`src/hdl/llle_pkg.sv`:
```
// Shared types, codes and defaults of the loopback link emulator.
// No dependencies.
package llle_pkg;

    localparam int QUEUE_DEPTH_DEF      = 16;
    localparam int MAX_PACKET_BYTES_DEF = 1024;
    localparam int MOD_STEPS            = 32;   // one quotient bit per step

    localparam logic [2:0] CMD_SEND  = 3'd0;
    localparam logic [2:0] CMD_POLL  = 3'd1;
    localparam logic [2:0] CMD_RECV  = 3'd2;
    localparam logic [2:0] CMD_CLOSE = 3'd3;

    localparam logic [2:0] ST_OK    = 3'd0;
    localparam logic [2:0] ST_DISC  = 3'd1;
    localparam logic [2:0] ST_BIG   = 3'd2;
    localparam logic [2:0] ST_FULL  = 3'd3;
    localparam logic [2:0] ST_EMPTY = 3'd4;

    localparam logic [1:0] REG_DROP  = 2'd0;
    localparam logic [1:0] REG_REORD = 2'd1;
    localparam logic [1:0] REG_DUP   = 2'd2;
    localparam logic [1:0] REG_DELAY = 2'd3;

    typedef struct packed {
        logic done;
        logic zero;
    } t_mod_res;

endpackage

```
`src/hdl/lossy_loopback_link_emulator.sv`:
```
// Loopback link emulator with drop / reorder / duplicate / delay fault injection.
// Usage: requests enter on s_axis_*: tuser holds command[2:0] and endpoint[3],
//   tdata holds packet_tag[15:0] and packet_length[31:16].
//   One result per request leaves on m_axis_*: tuser holds status[2:0],
//   packet_valid[3], connected[4]; tdata holds out_tag[15:0], out_length[31:16].
//   Registers are written on the cfg channel (index 0 drop, 1 reorder,
//   2 duplicate period, 3 delay polls). The user must write them only while
//   no request is in flight; the block itself does not enforce this.
// Flow, set by the state walk: a send runs the 32-step serial remainder units
//   that test the periods, then pushes (an extra move for a reorder, an extra
//   push for a duplicate, nothing when dropped); a poll does one RAM read and
//   one write-back per waiting entry; a receive reads the delivery queue head.
// One request is worked on at a time; the next is accepted in the cycle after
// the result is registered.
// Reset (synchronous, i_rst_n low): both sides open, counters and queues
// empty, registers zero. Queue RAMs are not cleared; fill counts guard them.
// A stalled receiver holds the result in the output register; the engine
// takes the next request and parks after it until that register frees up.
// Depends on llle_pkg, llle_ram, llle_mod.
module lossy_loopback_link_emulator #(
    parameter int QUEUE_DEPTH      = llle_pkg::QUEUE_DEPTH_DEF,
    parameter int MAX_PACKET_BYTES = llle_pkg::MAX_PACKET_BYTES_DEF
) (
    input  logic        i_clk,
    input  logic        i_rst_n,
    // request channel
    input  logic        s_axis_tvalid,
    output logic        s_axis_tready,
    input  logic [31:0] s_axis_tdata,   // packet_tag[15:0], packet_length[31:16]
    input  logic [3:0]  s_axis_tuser,   // command[2:0], endpoint[3]
    // result channel
    output logic        m_axis_tvalid,
    input  logic        m_axis_tready,
    output logic [31:0] m_axis_tdata,   // out_tag[15:0], out_length[31:16]
    output logic [4:0]  m_axis_tuser,   // status[2:0], packet_valid[3], connected[4]
    // configuration
    input  logic        i_cfg_valid,
    output logic        o_cfg_ready,
    input  logic [1:0]  i_cfg_index,
    input  logic [15:0] i_cfg_data
);
    import llle_pkg::*;

    localparam int QW = (QUEUE_DEPTH > 1) ? $clog2(QUEUE_DEPTH) : 1;  // queue pointer
    localparam int FW = $clog2(QUEUE_DEPTH + 1);                      // fill count
    localparam int AW = $clog2(2 * QUEUE_DEPTH);                      // RAM address

    typedef enum logic [9:0] {
        S_IDLE = 10'b0000000001,
        S_DISP = 10'b0000000010,
        S_MOD  = 10'b0000000100,
        S_PUSH = 10'b0000001000,
        S_PMV  = 10'b0000010000,
        S_PIN  = 10'b0000100000,
        S_PLRD = 10'b0001000000,
        S_PLWB = 10'b0010000000,
        S_RX   = 10'b0100000000,
        S_OUT  = 10'b1000000000
    } t_state;

    function automatic logic [AW-1:0] f_addr(input logic s, input logic [QW-1:0] p);
        f_addr = s ? AW'(QUEUE_DEPTH) + AW'(p) : AW'(p);
    endfunction

    function automatic logic [QW-1:0] f_inc(input logic [QW-1:0] p);
        f_inc = (p == QW'(QUEUE_DEPTH - 1)) ? '0 : p + 1'b1;
    endfunction

    function automatic logic [QW-1:0] f_dec(input logic [QW-1:0] p);
        f_dec = (p == '0) ? QW'(QUEUE_DEPTH - 1) : p - 1'b1;
    endfunction

    function automatic logic [QW-1:0] f_tail(input logic [QW-1:0] h, input logic [FW-1:0] f);
        logic [QW:0] sum;
        sum = {1'b0, h} + (QW+1)'(f);
        if (sum >= (QW+1)'(QUEUE_DEPTH)) begin
            sum = sum - (QW+1)'(QUEUE_DEPTH);
        end
        f_tail = sum[QW-1:0];
    endfunction

    t_state      r_state;
    logic [2:0]  r_cmd;
    logic        r_ep;
    logic [15:0] r_tag;
    logic [15:0] r_len;
    logic        r_open [2];
    logic [31:0] r_sends [2];
    logic [QW-1:0] r_wh [2];
    logic [FW-1:0] r_wf [2];
    logic [QW-1:0] r_dh [2];
    logic [FW-1:0] r_df [2];
    logic [15:0] r_drop_per;
    logic [15:0] r_reord_per;
    logic [15:0] r_dup_per;
    logic [7:0]  r_delay;
    logic [2:0]  r_status;
    logic        r_full;
    logic        r_side;
    logic        r_to_wait;
    logic        r_before;
    logic        r_dup;
    logic [QW-1:0] r_pos;
    logic [FW-1:0] r_left;
    logic        r_prefix;
    logic        r_pv;
    logic [15:0] r_otag;
    logic [15:0] r_olen;
    logic        r_m_valid;
    logic [31:0] r_m_data;
    logic [4:0]  r_m_user;

    // RAM ports
    logic          w_we, w_re, d_we, d_re;
    logic [AW-1:0] w_waddr, w_raddr, d_waddr, d_raddr;
    logic [39:0]   w_wdata, w_rdata;   // countdown[39:32], length[31:16], tag[15:0]
    logic [31:0]   d_wdata, d_rdata;   // length[31:16], tag[15:0]

    // remainder units
    logic        mod_start;
    logic [31:0] cnt_next;
    t_mod_res    res_drop, res_reord, res_dup;
    logic        hit_drop, hit_reord, hit_dup;

    // selected queue for pushes
    logic [FW-1:0] sel_f;
    logic [QW-1:0] sel_h, sel_tail, sel_last;
    logic          push_full;
    logic [QW-1:0] dtail;
    logic          d_room;
    logic [7:0]    cd_next;
    logic          release_hd;
    logic          send_ok;
    logic          out_go;

    assign cnt_next  = r_sends[r_ep] + 32'd1;
    assign send_ok   = r_open[0] && r_open[1] &&
                       ({1'b0, r_len} <= 17'(MAX_PACKET_BYTES));
    assign mod_start = (r_state == S_DISP) && (r_cmd == CMD_SEND) && send_ok;

    llle_mod u_mod_drop (.i_clk, .i_rst_n, .i_start(mod_start), .i_dividend(cnt_next),
                         .i_divisor(r_drop_per), .o_res(res_drop));
    llle_mod u_mod_reord (.i_clk, .i_rst_n, .i_start(mod_start), .i_dividend(cnt_next),
                          .i_divisor(r_reord_per), .o_res(res_reord));
    llle_mod u_mod_dup (.i_clk, .i_rst_n, .i_start(mod_start), .i_dividend(cnt_next),
                        .i_divisor(r_dup_per), .o_res(res_dup));

    assign hit_drop  = (r_drop_per  != '0) && res_drop.zero;
    assign hit_reord = (r_reord_per != '0) && res_reord.zero;
    assign hit_dup   = (r_dup_per   != '0) && res_dup.zero;

    llle_ram #(.WIDTH(40), .DEPTH(2 * QUEUE_DEPTH), .AW(AW)) u_wait_ram (
        .i_clk, .i_we(w_we), .i_waddr(w_waddr), .i_wdata(w_wdata),
        .i_re(w_re), .i_raddr(w_raddr), .o_rdata(w_rdata));

    llle_ram #(.WIDTH(32), .DEPTH(2 * QUEUE_DEPTH), .AW(AW)) u_dlv_ram (
        .i_clk, .i_we(d_we), .i_waddr(d_waddr), .i_wdata(d_wdata),
        .i_re(d_re), .i_raddr(d_raddr), .o_rdata(d_rdata));

    assign sel_f     = r_to_wait ? r_wf[r_side] : r_df[r_side];
    assign sel_h     = r_to_wait ? r_wh[r_side] : r_dh[r_side];
    assign sel_tail  = f_tail(sel_h, sel_f);
    assign sel_last  = f_dec(sel_tail);
    assign push_full = (sel_f == FW'(QUEUE_DEPTH));
    assign dtail     = f_tail(r_dh[r_side], r_df[r_side]);
    assign d_room    = (r_df[r_side] != FW'(QUEUE_DEPTH));
    assign cd_next   = (w_rdata[39:32] == '0) ? '0 : w_rdata[39:32] - 8'd1;
    assign release_hd = r_prefix && (cd_next == '0);
    assign out_go    = !r_m_valid || m_axis_tready;

    // RAM access per state
    always_comb begin
        w_we = 1'b0; w_waddr = '0; w_wdata = '0; w_re = 1'b0; w_raddr = '0;
        d_we = 1'b0; d_waddr = '0; d_wdata = '0; d_re = 1'b0; d_raddr = '0;
        unique case (r_state)
            S_DISP: begin
                d_re    = (r_cmd == CMD_RECV);
                d_raddr = f_addr(r_ep, r_dh[r_ep]);
            end
            S_PUSH: begin
                if (!push_full) begin
                    if (r_before && sel_f != '0) begin
                        // insert before last: fetch the current last entry first
                        w_re    = r_to_wait;
                        d_re    = !r_to_wait;
                        w_raddr = f_addr(r_side, sel_last);
                        d_raddr = f_addr(r_side, sel_last);
                    end else begin
                        w_we = r_to_wait;
                        d_we = !r_to_wait;
                    end
                end
                w_waddr = f_addr(r_side, sel_tail);
                d_waddr = f_addr(r_side, sel_tail);
                w_wdata = {r_delay, r_len, r_tag};
                d_wdata = {r_len, r_tag};
            end
            S_PMV: begin
                w_we    = r_to_wait;
                d_we    = !r_to_wait;
                w_waddr = f_addr(r_side, sel_tail);
                d_waddr = f_addr(r_side, sel_tail);
                w_wdata = w_rdata;
                d_wdata = d_rdata;
            end
            S_PIN: begin
                w_we    = r_to_wait;
                d_we    = !r_to_wait;
                w_waddr = f_addr(r_side, sel_last);
                d_waddr = f_addr(r_side, sel_last);
                w_wdata = {r_delay, r_len, r_tag};
                d_wdata = {r_len, r_tag};
            end
            S_PLRD: begin
                w_re    = (r_left != '0);
                w_raddr = f_addr(r_side, r_pos);
            end
            S_PLWB: begin
                if (release_hd) begin
                    d_we = d_room;
                end else begin
                    w_we = 1'b1;
                end
                d_waddr = f_addr(r_side, dtail);
                d_wdata = w_rdata[31:0];
                w_waddr = f_addr(r_side, r_pos);
                w_wdata = {cd_next, w_rdata[31:0]};
            end
            default: begin
            end
        endcase
    end

    always_ff @(posedge i_clk) begin
        if (!i_rst_n) begin
            r_state     <= S_IDLE;
            r_open[0]   <= 1'b1;
            r_open[1]   <= 1'b1;
            r_sends[0]  <= '0;
            r_sends[1]  <= '0;
            r_wh[0] <= '0; r_wh[1] <= '0; r_wf[0] <= '0; r_wf[1] <= '0;
            r_dh[0] <= '0; r_dh[1] <= '0; r_df[0] <= '0; r_df[1] <= '0;
            r_drop_per  <= '0;
            r_reord_per <= '0;
            r_dup_per   <= '0;
            r_delay     <= '0;
            r_m_valid   <= 1'b0;
        end else begin
            if (i_cfg_valid) begin
                unique case (i_cfg_index)
                    REG_DROP:  r_drop_per  <= i_cfg_data;
                    REG_REORD: r_reord_per <= i_cfg_data;
                    REG_DUP:   r_dup_per   <= i_cfg_data;
                    REG_DELAY: r_delay     <= i_cfg_data[7:0];
                    default: begin
                    end
                endcase
            end
            // output register: loaded when a result is ready, freed on accept
            if (r_state == S_OUT && out_go) begin
                r_m_valid <= 1'b1;
            end else if (m_axis_tready) begin
                r_m_valid <= 1'b0;
            end

            unique case (r_state)
                S_IDLE: begin
                    if (s_axis_tvalid) begin
                        r_cmd    <= s_axis_tuser[2:0];
                        r_ep     <= s_axis_tuser[3];
                        r_tag    <= s_axis_tdata[15:0];
                        r_len    <= s_axis_tdata[31:16];
                        r_status <= ST_OK;
                        r_pv     <= 1'b0;
                        r_otag   <= '0;
                        r_olen   <= '0;
                        r_full   <= 1'b0;
                        r_state  <= S_DISP;
                    end
                end
                S_DISP: begin
                    r_state <= S_OUT;
                    unique case (r_cmd)
                        CMD_SEND: begin
                            if (!(r_open[0] && r_open[1])) begin
                                r_status <= ST_DISC;
                            end else if (!send_ok) begin
                                r_status <= ST_BIG;
                            end else begin
                                r_sends[r_ep] <= cnt_next;
                                r_side        <= ~r_ep;
                                r_to_wait     <= (r_delay != '0);
                                r_state       <= S_MOD;
                            end
                        end
                        CMD_POLL: begin
                            if (r_open[r_ep]) begin
                                r_side   <= r_ep;
                                r_pos    <= r_wh[r_ep];
                                r_left   <= r_wf[r_ep];
                                r_prefix <= 1'b1;
                                r_state  <= S_PLRD;
                            end
                        end
                        CMD_RECV: begin
                            if (!r_open[r_ep] || r_df[r_ep] == '0) begin
                                r_status <= ST_EMPTY;
                            end else begin
                                r_side  <= r_ep;
                                r_state <= S_RX;
                            end
                        end
                        CMD_CLOSE: begin
                            r_open[r_ep] <= 1'b0;
                            r_wf[r_ep]   <= '0;
                            r_df[r_ep]   <= '0;
                        end
                        default: begin
                        end
                    endcase
                end
                S_MOD: begin
                    if (res_drop.done) begin
                        if (hit_drop) begin
                            r_state <= S_OUT;
                        end else begin
                            r_before <= hit_reord;
                            r_dup    <= hit_dup;
                            r_state  <= S_PUSH;
                        end
                    end
                end
                S_PUSH: begin
                    if (!push_full && r_before && sel_f != '0) begin
                        r_state <= S_PMV;
                    end else begin
                        if (push_full) begin
                            r_full <= 1'b1;
                        end else if (r_to_wait) begin
                            r_wf[r_side] <= r_wf[r_side] + 1'b1;
                        end else begin
                            r_df[r_side] <= r_df[r_side] + 1'b1;
                        end
                        r_before <= 1'b0;
                        r_dup    <= 1'b0;
                        r_state  <= r_dup ? S_PUSH : S_OUT;
                    end
                end
                S_PMV: begin
                    r_state <= S_PIN;
                end
                S_PIN: begin
                    if (r_to_wait) begin
                        r_wf[r_side] <= r_wf[r_side] + 1'b1;
                    end else begin
                        r_df[r_side] <= r_df[r_side] + 1'b1;
                    end
                    r_before <= 1'b0;
                    r_dup    <= 1'b0;
                    r_state  <= r_dup ? S_PUSH : S_OUT;
                end
                S_PLRD: begin
                    r_state <= (r_left == '0) ? S_OUT : S_PLWB;
                end
                S_PLWB: begin
                    if (release_hd) begin
                        // expired head leaves the wait queue even when dropped
                        if (d_room) begin
                            r_df[r_side] <= r_df[r_side] + 1'b1;
                        end else begin
                            r_full <= 1'b1;
                        end
                        r_wh[r_side] <= f_inc(r_wh[r_side]);
                        r_wf[r_side] <= r_wf[r_side] - 1'b1;
                    end else begin
                        r_prefix <= 1'b0;
                    end
                    r_pos   <= f_inc(r_pos);
                    r_left  <= r_left - 1'b1;
                    r_state <= S_PLRD;
                end
                S_RX: begin
                    r_pv         <= 1'b1;
                    r_otag       <= d_rdata[15:0];
                    r_olen       <= d_rdata[31:16];
                    r_dh[r_side] <= f_inc(r_dh[r_side]);
                    r_df[r_side] <= r_df[r_side] - 1'b1;
                    r_state      <= S_OUT;
                end
                S_OUT: begin
                    if (out_go) begin
                        r_m_data  <= {r_olen, r_otag};
                        r_m_user  <= {r_open[0] && r_open[1], r_pv,
                                      r_full ? ST_FULL : r_status};
                        r_state   <= S_IDLE;
                    end
                end
                default: r_state <= S_IDLE;
            endcase
        end
    end

    assign s_axis_tready = (r_state == S_IDLE);
    assign m_axis_tvalid = r_m_valid;
    assign m_axis_tdata  = r_m_data;
    assign m_axis_tuser  = r_m_user;
    assign o_cfg_ready   = 1'b1;
endmodule

```
`src/hdl/llle_ram.sv`:
```
// Simple dual-port synchronous RAM with a registered read.
// No dependencies.
module llle_ram #(
    parameter int WIDTH = 32,
    parameter int DEPTH = 32,
    parameter int AW    = $clog2(DEPTH)
) (
    input  logic             i_clk,
    input  logic             i_we,
    input  logic [AW-1:0]    i_waddr,
    input  logic [WIDTH-1:0] i_wdata,
    input  logic             i_re,
    input  logic [AW-1:0]    i_raddr,
    output logic [WIDTH-1:0] o_rdata
);
    logic [WIDTH-1:0] r_mem [DEPTH];
    logic [WIDTH-1:0] r_rdata;

    always_ff @(posedge i_clk) begin
        if (i_we) begin
            r_mem[i_waddr] <= i_wdata;
        end
        if (i_re) begin
            r_rdata <= r_mem[i_raddr];
        end
    end

    assign o_rdata = r_rdata;
endmodule

```
`src/hdl/llle_mod.sv`:
```
// Bit-serial remainder unit: reports whether a 32-bit count is a multiple of a period.
// Depends on llle_pkg.
module llle_mod (
    input  logic              i_clk,
    input  logic              i_rst_n,
    input  logic              i_start,
    input  logic [31:0]       i_dividend,
    input  logic [15:0]       i_divisor,
    output llle_pkg::t_mod_res o_res
);
    import llle_pkg::*;

    localparam int CW = $clog2(MOD_STEPS);

    logic          r_busy;
    logic          r_done;
    logic [CW-1:0] r_cnt;
    logic [31:0]   r_q;
    logic [15:0]   r_d;
    logic [15:0]   r_rem;
    logic [16:0]   trial;

    assign trial = {r_rem, r_q[31]};

    always_ff @(posedge i_clk) begin
        if (!i_rst_n) begin
            r_busy <= 1'b0;
            r_done <= 1'b0;
            r_cnt  <= '0;
        end else if (i_start) begin
            r_busy <= 1'b1;
            r_done <= 1'b0;
            r_cnt  <= '0;
            r_q    <= i_dividend;
            r_d    <= i_divisor;
            r_rem  <= '0;
        end else if (r_busy) begin
            if (trial >= {1'b0, r_d}) begin
                r_rem <= 16'(trial - {1'b0, r_d});
            end else begin
                r_rem <= trial[15:0];
            end
            r_q   <= {r_q[30:0], 1'b0};
            r_cnt <= r_cnt + 1'b1;
            if (r_cnt == CW'(MOD_STEPS - 1)) begin
                r_busy <= 1'b0;
                r_done <= 1'b1;
            end
        end
    end

    assign o_res.done = r_done;
    assign o_res.zero = (r_rem == '0);
endmodule

```
`config.mk`:
```
export PLATFORM = sky130hd
export DESIGN_NAME = lossy_loopback_link_emulator
export DESIGN_NICKNAME = d
export VERILOG_FILES = /design/src/hdl/llle_pkg.sv /design/src/hdl/lossy_loopback_link_emulator.sv /design/src/hdl/llle_ram.sv /design/src/hdl/llle_mod.sv
export SDC_FILE = /design/constraint.sdc
export NUM_CORES = 2
export LEC_CHECK = 0
export ABC_AREA = 1
export ABC_CLOCK_PERIOD_IN_PS = 8119
export BUFFER_PORTS_ARGS = -buffer_cell sky130_fd_sc_hd__buf_4
export CAP_MARGIN = 10
export CORE_MARGIN = 3
export CORE_UTILIZATION = 40
export DETAILED_ROUTE_END_ITERATION = 8
export GPL_ROUTABILITY_DRIVEN = 0
export PLACE_DENSITY = 0.53
export SLEW_MARGIN = 20
export SYNTH_ARGS = -nofsm -noshare
export SYNTH_HDL_FRONTEND = slang
export SYNTH_HIERARCHICAL = 1
export SYNTH_SLANG_ARGS = --single-unit
```
`constraint.sdc`:
```
create_clock -name i_clk -period 8.12 [get_ports i_clk]
set_input_delay 1.624 -clock i_clk [delete_from_list [all_inputs] [get_ports i_clk]]
set_output_delay 1.624 -clock i_clk [all_outputs]
set_load 0.02 [all_outputs]
```
==> results_dict.tcl <==
set metrics [dict create \
    grt_pass1_wl_um 544000 \
    ir_drop_mv 0.149 \
    die_width_um 561 \
    fmax_ghz 0.155 \
    rsz0062_at_grt "false" \
    die_area_mm2 0.315 \
    syn-num-nets 11357 \
    power.share.clock_pct 45.1 \
    endpoint_kind "flip-flop" \
    r2r_slack_ps 1660 \
    drt-pass1-iter-count 6 \
    worst_slack_ps 1660 \
    whs_path_depth 0 \
    worstPathRequired_ps 8660 \
    fin_skew_ps 32.0 \
    fin_cells 15624 \
    hp-start "r_olen[8]$_SDFFCE_PN0P_" \
    max_slew_margin_pct 16.7 \
    routed_via_density 5.35 \
    nFillCells 28131 \
    cts_resized 0 \
    finalPower_w 0.0310 \
    drive_above_1_share_pct 9.54 \
    cts_setup_buffers 0 \
    initial_core_util_pct 40.2 \
    io_buffers 97 \
    sw_frac_of_total_pct 21.2 \
    h-tree-depth 5 \
    min_period_ps 6460 \
    drt_iter0_drc 8290 \
    place_inst 15054 \
    rows 203 \
    status "finished, final reports clean" \
    postSynthCellCount 11219 \
    maxCapViolCount 0 \
    vias 83517 \
    dp_slack_ps 1760 \
    ant_nets 0 \
    die_h_um 561 \
    p_switching_w 0.00658 \
    setup_viol 0 \
    area_growth_pct 12.9 \
    io_pins 99 \
    clock_sinks 2882 \
    cp-start-kind "flip-flop" \
    coreArea_mm2 0.306 \
    timing_hold_violations_final 0 \
    netlist_area_mm2 0.123 \
    wire_per_inst_um 23.7 \
    hold_path.class "reg2reg" \
    slew_violations 0 \
    antenna_found_initial 9 \
    cts_hold_buf 0 \
    cts_tree "yes" \
    intPower_w 0.0245 \
    nets 11414 \
    path_max_fanout 26 \
    finalCritPeriodShare_pct 79.5 \
    grt_max_degree 189 \
    combinationalPowerShare_pct 2.7 \
    grt_usage_pct 22.9 \
    reg2reg_depth 17 \
    overflow 0 \
    clkLatencyLatePin_ps 900 \
    place_hpwl_um 217000 \
    drcViolationCount 0 \
    cts-buffers-inserted 315 \
    cp.arrival_ps 7000 \
    worstReg2RegEnd "u_wait_ram/r_mem[8][5]$_DFFE_PP_" \
    totalWireLength_um 370000 \
    clkTransAtPathRegs_ps 60 \
    cts-root-buf "clkbuf_16" \
    final.setup.tns_ps 0 \
    yosys_warnings 6 \
    seqPwrFrac_pct 52.3 \
    hold_ws_ps 416 \
    crit_type "reg2reg" \
    powerDensity_mw_per_mm2 223 \
    synth.avg_cell_area_um2 11.0 \
    hold_end "m_axis_tdata[24]$_DFFE_PP_" \
    clockBufferDepth 4 \
    grt_pass1_vias 80649 \
    power_leakage_nw 51.5 \
    worstMarginPinSlew_ps 1250 \
]
[metal layers]
metal,track usage (%),vias up,wire length (um)
met2,37.0,3054,174000
met1,31.9,41290,159000
met4,7.68,2,12900
met5,0,-,15
li1,-,38590,-
met3,2.98,581,24900
[area by class of cell]
class                           instances  area (um^2)  area share [%]
Tap cell                             4100         5130            3.69
Timing Repair Buffer                  324         3100            2.23
Inverter                              505         1970            1.41
Sequential cell                      2882        85600            61.6
Clock inverter                        168         1620            1.16
Antenna cell                            5         12.5         0.00900
Multi-Input combinational cell       7248        33300            23.9
Clock buffer                          392         8350            6.00
[power by group through the flow]
stage	combinational, W	clock [W]	sequential [W]
2_1_floorplan	0.000554	0	0.0165
3_3_place_gp	0.000829	0	0.0165
3_5_place_dp	0.000834	0	0.0165
4_1_cts	0.000838	0.0143	0.0162
5_1_grt	0.000914	0.0149	0.0162
6_report	0.000829	0.0140	0.0162
[flip-flops by register name (all words and copies together) (netlist names), 32 cells and up, named ones only]
signal              count
u_wait_ram/r_mem     1280
u_wait_ram/o_rdata     40
u_mod_drop/r_q         32
u_dlv_ram/o_rdata      32
u_dlv_ram/r_mem      1024
u_mod_reord/r_q        32
r_sends                64
m_axis_tdata           32
u_mod_dup/r_q          32
[cell usage in the layout (no fill, tap or decap), types with 15 or more instances in the layout]
cell	instances
clkbuf_1	67
nand2_2	45
nor3_1	33
clkinv_2	46
nor2_1	425
nor2_4	78
bufinv_16	23
nand3_1	1892
nand4_1	51
buf_12	34
or2_1	15
nor2_2	28
or2_2	26
ha_1	73
inv_2	47
o21ai_4	19
edfxtp_1	2792
nor4_1	27
clkinv_1	66
xor2_1	46
buf_4	277
inv_1	444
dfxtp_1	89
a22oi_1	34
a21oi_1	62
clkbuf_16	322
nand2_1	4115
o21ai_0	104
o21ai_2	31
[worst max-delay path, stage by stage (launching register included)]
cell and delay [ps]:
dfxtp_1 930, inv_2 260, or2_2 340, o21ai_0 110, inv_1 120, nand2_1 70
o21ai_0 120, ha_1 250, inv_1 90, fa_1 440, ha_1 440, nor2_1 80
nor2_1 200, o21ai_0 410, inv_1 190, nand3_1 590, nor2_4 970, buf_4 470
[through the flow]
stage               area [um^2]  util, %
detailed placement       129000     42.1
finish                   139000     45.4
floorplan                123000        -
CTS                      139000     45.4
global route             139000     45.4
global placement         129000     42.0
[how the worst max path moves through the flow]
stage,start,cells past startpoint,endpoint
floorplan,i_rst_n,3,m_axis_tdata[0]$_DFFE_PP_
global placement,flip-flop,17,u_wait_ram/r_mem[0][21]$_DFFE_PP_
detailed placement,flip-flop,17,u_wait_ram/r_mem[0][24]$_DFFE_PP_
CTS,flip-flop,17,u_wait_ram/r_mem[0][26]$_DFFE_PP_
global route,flip-flop,17,u_wait_ram/r_mem[8][5]$_DFFE_PP_
finish,flip-flop,17,u_wait_ram/r_mem[8][5]$_DFFE_PP_
Note: power is estimated with default switching activity, not from simulation.
